--- config.mk ---
export PLATFORM = sky130hd
export DESIGN_NAME = cbs_mac
export DESIGN_NICKNAME = d
export VERILOG_FILES = /design/src/rtl/cbs_pkg.sv /design/src/rtl/cbs_mac.sv
export SDC_FILE = /design/constraint.sdc
export NUM_CORES = 2
export LEC_CHECK = 0
export CAP_MARGIN = 20
export CORE_MARGIN = 8
export CORE_UTILIZATION = 55
export DETAILED_ROUTE_END_ITERATION = 7
export DONT_BUFFER_PORTS = 1
export PLACE_DENSITY_LB_ADDON = 0.1
export SLEW_MARGIN = 20
export SYNTH_ARGS = -nofsm -noshare
export SYNTH_HDL_FRONTEND = slang
export SYNTH_SLANG_ARGS = --single-unit
--- constraint.sdc ---
create_clock -name i_clk -period 19.1 [get_ports i_clk]
set_clock_uncertainty 0.15 [all_clocks]
set_input_delay 3.82 -clock i_clk [delete_from_list [all_inputs] [get_ports i_clk]]
set_output_delay 3.82 -clock i_clk [all_outputs]
set_load 0.01 [all_outputs]
--- src/rtl/cbs_pkg.sv ---
// Package for the crossover band splitter: register codes, sequencer states,
// section coefficient selectors and saturation helpers. No dependencies.
`timescale 1ns / 1ps
package cbs_pkg;

    localparam int SLOTS_PER_CHANNEL = 28;
    localparam int SAMPLE_W = 24;
    localparam int SIG_W = 32;
    localparam int ST_W = 48;
    localparam int COEF_W = 32;
    localparam logic signed [COEF_W-1:0] COEF_ONE = 32'sh4000_0000;

    // Register indexes on the configuration port.
    typedef enum logic [2:0] {
        REG_BAND_COUNT = 3'd0,
        REG_GAMMA_LOW  = 3'd1,
        REG_DELTA_LOW  = 3'd2,
        REG_GAMMA_MID  = 3'd3,
        REG_DELTA_MID  = 3'd4,
        REG_GAMMA_HIGH = 3'd5,
        REG_DELTA_HIGH = 3'd6,
        REG_UNUSED     = 3'd7
    } t_reg_idx;

    // Which crossover a section takes its coefficients from.
    typedef enum logic [1:0] {
        XO_LOW  = 2'd0,
        XO_MID  = 2'd1,
        XO_HIGH = 2'd2
    } t_xover;

    // Which coefficient set of a crossover.
    typedef enum logic [1:0] {
        KIND_LP = 2'd0,
        KIND_HP = 2'd1,
        KIND_AP = 2'd2
    } t_kind;

    // Signal source for a section input.
    typedef enum logic [2:0] {
        SRC_SAMPLE = 3'd0,
        SRC_PREV   = 3'd1,
        SRC_LOW    = 3'd2,
        SRC_HIGH   = 3'd3,
        SRC_ALOW   = 3'd4,
        SRC_AHIGH  = 3'd5
    } t_src;

    // Where a section output is kept.
    typedef enum logic [2:0] {
        DST_PREV  = 3'd0,
        DST_LOW   = 3'd1,
        DST_HIGH  = 3'd2,
        DST_ALOW  = 3'd3,
        DST_AHIGH = 3'd4,
        DST_B0    = 3'd5,
        DST_B1    = 3'd6,
        DST_B2    = 3'd7
    } t_dst;

    // Section descriptor; band three is written through the to_b3 flag on a DST_PREV section.
    typedef struct packed {
        t_xover     xo;
        t_kind      kind;
        t_src       src;
        t_dst       dst;
        logic       to_b3;
        logic [4:0] slot;
    } t_sec;

    typedef enum logic [3:0] {
        S_IDLE,
        S_RD0,
        S_RD1,
        S_M0,
        S_Y,
        S_M1,
        S_M2,
        S_M3,
        S_M4,
        S_ST0,
        S_ST1,
        S_WR,
        S_DONE
    } t_state;

    // Section program for each mode. Index counts sections in run order.
    function automatic t_sec sec_prog(input logic [1:0] mode, input logic [3:0] idx);
        t_sec s;
        s = '{xo: XO_LOW, kind: KIND_LP, src: SRC_SAMPLE, dst: DST_PREV,
              to_b3: 1'b0, slot: 5'd0};
        unique case (mode)
            2'd1: begin
                unique case (idx)
                    4'd0: s = '{XO_LOW, KIND_LP, SRC_SAMPLE, DST_PREV, 1'b0, 5'd0};
                    4'd1: s = '{XO_LOW, KIND_LP, SRC_PREV, DST_B0, 1'b0, 5'd2};
                    4'd2: s = '{XO_LOW, KIND_HP, SRC_SAMPLE, DST_PREV, 1'b0, 5'd4};
                    default: s = '{XO_LOW, KIND_HP, SRC_PREV, DST_B1, 1'b0, 5'd6};
                endcase
            end
            2'd2: begin
                unique case (idx)
                    4'd0: s = '{XO_MID, KIND_LP, SRC_SAMPLE, DST_PREV, 1'b0, 5'd0};
                    4'd1: s = '{XO_MID, KIND_LP, SRC_PREV, DST_LOW, 1'b0, 5'd2};
                    4'd2: s = '{XO_MID, KIND_HP, SRC_SAMPLE, DST_PREV, 1'b0, 5'd4};
                    4'd3: s = '{XO_MID, KIND_HP, SRC_PREV, DST_HIGH, 1'b0, 5'd6};
                    4'd4: s = '{XO_LOW, KIND_AP, SRC_HIGH, DST_B2, 1'b0, 5'd10};
                    4'd5: s = '{XO_LOW, KIND_LP, SRC_LOW, DST_PREV, 1'b0, 5'd12};
                    4'd6: s = '{XO_LOW, KIND_LP, SRC_PREV, DST_B0, 1'b0, 5'd14};
                    4'd7: s = '{XO_LOW, KIND_HP, SRC_LOW, DST_PREV, 1'b0, 5'd16};
                    default: s = '{XO_LOW, KIND_HP, SRC_PREV, DST_B1, 1'b0, 5'd18};
                endcase
            end
            default: begin
                unique case (idx)
                    4'd0: s = '{XO_MID, KIND_LP, SRC_SAMPLE, DST_PREV, 1'b0, 5'd0};
                    4'd1: s = '{XO_MID, KIND_LP, SRC_PREV, DST_LOW, 1'b0, 5'd2};
                    4'd2: s = '{XO_MID, KIND_HP, SRC_SAMPLE, DST_PREV, 1'b0, 5'd4};
                    4'd3: s = '{XO_MID, KIND_HP, SRC_PREV, DST_HIGH, 1'b0, 5'd6};
                    4'd4: s = '{XO_HIGH, KIND_AP, SRC_LOW, DST_ALOW, 1'b0, 5'd8};
                    4'd5: s = '{XO_LOW, KIND_AP, SRC_HIGH, DST_AHIGH, 1'b0, 5'd10};
                    4'd6: s = '{XO_LOW, KIND_LP, SRC_ALOW, DST_PREV, 1'b0, 5'd12};
                    4'd7: s = '{XO_LOW, KIND_LP, SRC_PREV, DST_B0, 1'b0, 5'd14};
                    4'd8: s = '{XO_LOW, KIND_HP, SRC_ALOW, DST_PREV, 1'b0, 5'd16};
                    4'd9: s = '{XO_LOW, KIND_HP, SRC_PREV, DST_B1, 1'b0, 5'd18};
                    4'd10: s = '{XO_HIGH, KIND_LP, SRC_AHIGH, DST_PREV, 1'b0, 5'd20};
                    4'd11: s = '{XO_HIGH, KIND_LP, SRC_PREV, DST_B2, 1'b0, 5'd22};
                    4'd12: s = '{XO_HIGH, KIND_HP, SRC_AHIGH, DST_PREV, 1'b0, 5'd24};
                    default: s = '{XO_HIGH, KIND_HP, SRC_PREV, DST_PREV, 1'b1, 5'd26};
                endcase
            end
        endcase
        return s;
    endfunction

    // Number of sections less one for each mode.
    function automatic logic [3:0] sec_last(input logic [1:0] mode);
        logic [3:0] r;
        unique case (mode)
            2'd1: r = 4'd3;
            2'd2: r = 4'd8;
            default: r = 4'd13;
        endcase
        return r;
    endfunction

    function automatic logic signed [31:0] sat32(input logic signed [35:0] v);
        logic signed [31:0] r;
        if (v > 36'sd2147483647) begin
            r = 32'sh7FFF_FFFF;
        end else if (v < -36'sd2147483648) begin
            r = 32'sh8000_0000;
        end else begin
            r = v[31:0];
        end
        return r;
    endfunction

    function automatic logic signed [23:0] sat24(input logic signed [31:0] v);
        logic signed [23:0] r;
        if (v > 32'sd8388607) begin
            r = 24'sh7F_FFFF;
        end else if (v < -32'sd8388608) begin
            r = 24'sh80_0000;
        end else begin
            r = v[23:0];
        end
        return r;
    endfunction

endpackage

--- src/rtl/cbs_mac.sv ---
// Shared multiply-accumulate unit: one 32x32 product per cycle, floor shift
// by 15, registered and added to or subtracted from a 50 bit accumulator. Uses cbs_pkg.
`timescale 1ns / 1ps
module cbs_mac (
    input  logic                                i_clk,
    input  logic                                i_clear,
    input  logic                                i_en,
    input  logic                                i_sub,
    input  logic signed [cbs_pkg::COEF_W-1:0]   i_coef,
    input  logic signed [cbs_pkg::SIG_W-1:0]    i_sig,
    input  logic signed [cbs_pkg::ST_W+1:0]     i_base,
    output logic signed [cbs_pkg::ST_W+1:0]     o_acc
);
    import cbs_pkg::*;

    logic signed [63:0]   n_prod;
    logic signed [48:0]   r_term;
    logic                 r_valid;
    logic                 r_sub;
    logic signed [ST_W+1:0] r_acc;

    // Product stage: exact product, floor shift keeps 49 bits.
    always_comb begin
        n_prod = i_coef * i_sig;
    end

    always_ff @(posedge i_clk) begin
        r_term  <= n_prod[63:15];
        r_valid <= i_en;
        r_sub   <= i_sub;
    end

    // Accumulate stage; a clear loads the base value.
    always_ff @(posedge i_clk) begin
        if (i_clear) begin
            r_acc <= i_base;
        end else if (r_valid) begin
            if (r_sub) begin
                r_acc <= r_acc - (ST_W+2)'(r_term);
            end else begin
                r_acc <= r_acc + (ST_W+2)'(r_term);
            end
        end
    end

    assign o_acc = r_acc;

endmodule

== Word-level counts from Yosys, hierarchy flattened ==
Cells that the tools add are included.
W data, S select, Z words.

* Input bits: 118
* Word-level logic and storage cells: 11
* Output and inout port bits: 50
* Register bits: 101

* Reduce and logical (&&, ||, !) cells: 1
* Multiply operators: 1
* $add $sub $neg: 2
* Muxes and demuxes: 3

{| class="wikitable"
|+ Operators by type and width
! cell !! count
|-
| $mux W50 || 3
|-
| $mul A32 B32 Y64 || 1
|-
| $add A50 B49 Y50 || 1
|-
| $sub A50 B49 Y50 || 1
|-
| $reduce_bool A2 Y1 || 1
|}

== Longest topological paths before layout ==
* Word-level depth: 4
* Gate-level depth with buffers: 29
* Depth with buffers taken out: 28

== Least setup slack after synthesis ==
No wires, ideal clock.

* Path type: input port to flip-flop
* Start point: in i_coef[31] (netlist bit)
* End point: reg r_term[46]
* Stages: 28
* Path slack: 7,942 ps
* Arrival time: 10,936 ps
* Path buffers: 1
* Cell sequence: clkbuf_1 -> nand2_1 -> inv_1 -> fa_1 -> inv_1 -> fa_1 -> inv_1 -> fa_1 -> fa_1 -> inv_1 -> fa_1 -> inv_1 -> fa_1 -> inv_1 -> fa_1 -> fa_1 -> inv_1 -> ha_1 -> a21oi_1 -> nor2b_1 -> o21ai_0 -> nand2b_1 -> a21o_1 -> a21oi_1 -> o21bai_1 -> o21ai_1 -> nor2b_1 -> xnor2_1

* Longest elaborated chain between the ends: 1

{| class="wikitable"
|+ RTL lines
! element !! RTL line !! text
|-
| from (decl) || cbs_mac.sv:9 || <nowiki>input logic signed [cbs_pkg::COEF_W-1:0] i_coef,</nowiki>
|-
| $mul A32 B32 Y64 || cbs_mac.sv:24 || <nowiki>n_prod = i_coef * i_sig;</nowiki>
|-
| via n_prod[61] || cbs_mac.sv:16 || <nowiki>logic signed [63:0] n_prod;</nowiki>
|-
| to (signal assigned) || cbs_mac.sv:28 || <nowiki>r_term <= n_prod[63:15];</nowiki>
|-
| to (decl) || cbs_mac.sv:17 || <nowiki>logic signed [48:0] r_term;</nowiki>
|}

The timed path passes the listed nets, and every way through them passes these cells.
A chain may end at the register's enable or synchronous reset.

== Worst setup path after layout ==
* Start point: in i_sig[5] (netlist bit)
* End point: reg r_term[47]

* Longest elaborated chain between the ends: 1

{| class="wikitable"
|+ RTL lines
! element !! RTL line !! text
|-
| from (decl) || cbs_mac.sv:10 || <nowiki>input logic signed [cbs_pkg::SIG_W-1:0] i_sig,</nowiki>
|-
| $mul A32 B32 Y64 || cbs_mac.sv:24 ||
|-
| via n_prod[62] || cbs_mac.sv:16 ||
|}

The timed path passes the listed nets, and every way through them passes these cells.

==> run summary <==
CTS Buffer Depth = 2
Delay-heaviest family, CP = adder cells
Inserted Clock Buffers = 9
Initial Util = 55.5%
CTS tree = built
Vias in the first global route = 31405
Synth Area per Inst = 9.32 um2
DR iter-0 viols = 1892
Cts hold-fix bufs = 0
Slowest cell delay on critical path = 990 ps
Rows = 101
Die area = 0.0857 mm2
Yosys warning count = 0
Total Wirelength = 114000 um
Tcrit/Tclk final = 58.3%
Worst-path cell chain = nand2_1 -> inv_1 -> fa_1 -> inv_1 -> fa_1 -> inv_1 -> fa_1 -> fa_1 -> inv_1 -> fa_1 -> inv_1 -> fa_1 -> fa_1 -> fa_1 -> ha_1 -> and4_1 -> o21ai_0 -> o21ai_0 -> o211ai_1 -> a211oi_1 -> o21ai_1 -> a21oi_1 -> xor2_1
I/O pins = 168
Mapped Nets = 5948
Synth Cell Area = 0.0421 mm2
GRT overflow = 0
Fin nets = 5748
Worst reg2reg setup slack = 13600 ps
Highest Signal Layer = met5
Final Hold Fails = 0
EDFF count, synth = 50
Final Setup Violations = 0
Tightest Hold Check Type = flop to flop
H-tree levels = 3
Ranking of synthesized cells by area = fa_1 51%, inv_1 9.2%, and2_1 7.5%
CP startpoint kind = primary input
Slew @ Worst Pin = 1220 ps
Critical path type = primary input to flop
Layout area overhead = 1.82%
Area leader, netlist = fa_1
Status = finished clean
Post-CTS setup buffer count = 0
HPWL after DPL = 90400 um
Drc violations = 0
Largest net degree at the start of global routing = 102
Via count = 29091
Clock sink count = 101
Antenna violations before repair = 3
Mapped Cells = 4518
Clock transition at the registers of the reported paths = 80 ps
Post-DRT Antenna Nets = 0
Worst Path Required = 19260 ps
DRT Pass-1 Iters = 5
Routed met3 length = 15200 um
CP arrival = 11290 ps
Gpl congestion = 0.891
Share of cells above drive strength 1 = 0.948%
Met2 wire length = 48000 um
Min cycle time layout = 11140 ps
Overall die height = 293 um
Worst path slowest cell = fa_1
Yosys reg bits = 101
Clock Root Buffer = clkbuf_16
Max_cap viols = 0
# port buffers = 0
Core Footprint = 0.0758 mm2
Die W = 293 um
Max Slew Vio Count = 0
Min Hold Slack = 624 ps
Final Cell Area = 0.0429 mm2
Final Util = 56.5%
Placed standard-cell area = 0.0426 mm2
WL met1 = 49100 um
Yosys top cell area share = 51.4%
Routed length per placed instance = 21.5 um
Clk Latency, worst-skew pair = 370 ps
Share of flip-flops with an asynchronous set or reset = 0%
Tot GR Track Use = 27.2%
Most used cell, CP = fa_1
First-pass GRT wire length = 180000 um
Slew Limit Headroom = 17.6%
F_max = 89.8 MHz
Most frequent cells in the layout = 1082 x fa_1, 1031 x inv_1, 587 x nand2_1
RSZ-0062 raised after global routing = no
CP max FO = 32
Multi-input logic area = 0.0349 mm2
Via-per-instance ratio = 5.49
CP Capture Type = flop
Main synth FF type = dfxtp_1
Post-synthesis sequential area ratio = 5.99%
Post-CTS Resized = 0
Most common cell after layout, fill and taps aside = fa_1
Sequential Area = 0.00252 mm2
Setup TNS Final = 0 ps
Fillers = 6921
Worst Path Buf+Inv = 5
Yosys cell types = 76
-- layer usage --
| metal | vias up | global-route usage, % |
|---|---|---|
| met4 | 4 | 4.81 |
| met1 | 14938 | 37.6 |
| met5 | - | 0 |
| met3 | 98 | 11.4 |
| li1 | 12882 | - |
| met2 | 1169 | 40.7 |
-- registers in the layout, summed over array words and instances (netlist names) --
| register | cells |
|---|---|
| o_acc | 50 |
| r_term | 49 |
| r_sub | 1 |
| r_valid | 1 |
-- layout make-up --
type                    count  share of cell area [%]
well taps                 978                    2.85
clock buffers               9                   0.525
inverters                1033                    9.04
diodes                      1                 0.00584
clock inverters             7                   0.204
multi-input cells        3168                    81.4
flip-flops and latches    101                    5.89
repair buffers              5                  0.0875
-- worst register-to-register path: stages, from the launching register on --
cell	delay, ps
dfxtp_1	330
or4_4	570
nor4_4	220
nor4b_2	470
a21o_1	280
o21ai_0	140
xnor2_1	160
ha_1	370
nand3_1	160
nor4_1	700
nand3_1	180
o21ai_1	320
o32ai_1	210
o221a_2	300
a21oi_1	290
a31oi_1	180
xor2_1	200
o21ai_1	70
-- logic make-up after synthesis --
family          share of synthesized area, %
mux                                    0.101
xor+xnor                                3.14
compound gates                          5.70
buf+inv                                 11.1
simple gates                            15.7
fa+ha+maj                               58.3
flops                                   5.99
-- through the flow --
stage	instances	setup WS [ps]
after floorplan	4518	7940
after global placement	5285	7550
after detailed placement	5285	7460
after CTS	5301	7850
after global routing	5301	7490
final	5302	7960
-- path summary, 6_finish.rpt --
check                                         from             endpoint  cells after the start
worst min register to register   r_term[0]$_DFF_P_   o_acc[0]$_DFFE_PP_                      2
worst min-delay path             r_term[0]$_DFF_P_   o_acc[0]$_DFFE_PP_                      2
worst max register to register  r_term[17]$_DFF_P_  o_acc[46]$_DFFE_PP_                     17
worst max-delay path                      i_sig[5]   r_term[47]$_DFF_P_                     23
-- cells in the mapped netlist, drive strengths merged (4+ instances only) --
cell and number:
fa 1082, nor4 11, a31oi 13, xor2 44, o31ai 4, nand4 11
o21bai 13, nor2b 14, xnor2 107, clkbuf 213, and3 12, o211ai 11
dfxtp 51, edfxtp 50, nand3 32, nand2 587, a221oi 4, a21o 62
o21a 11, inv 1032, a21oi 107, nor3 20, or3 5, o21ai 97
nor4b 4, ha 230, nand2b 15, and2 504, nor2 93, a211oi 17
a31o 5, and4 4
Power is not shown: default switching activity piles up to over one toggle a cycle in this logic, so the estimate is an artifact.
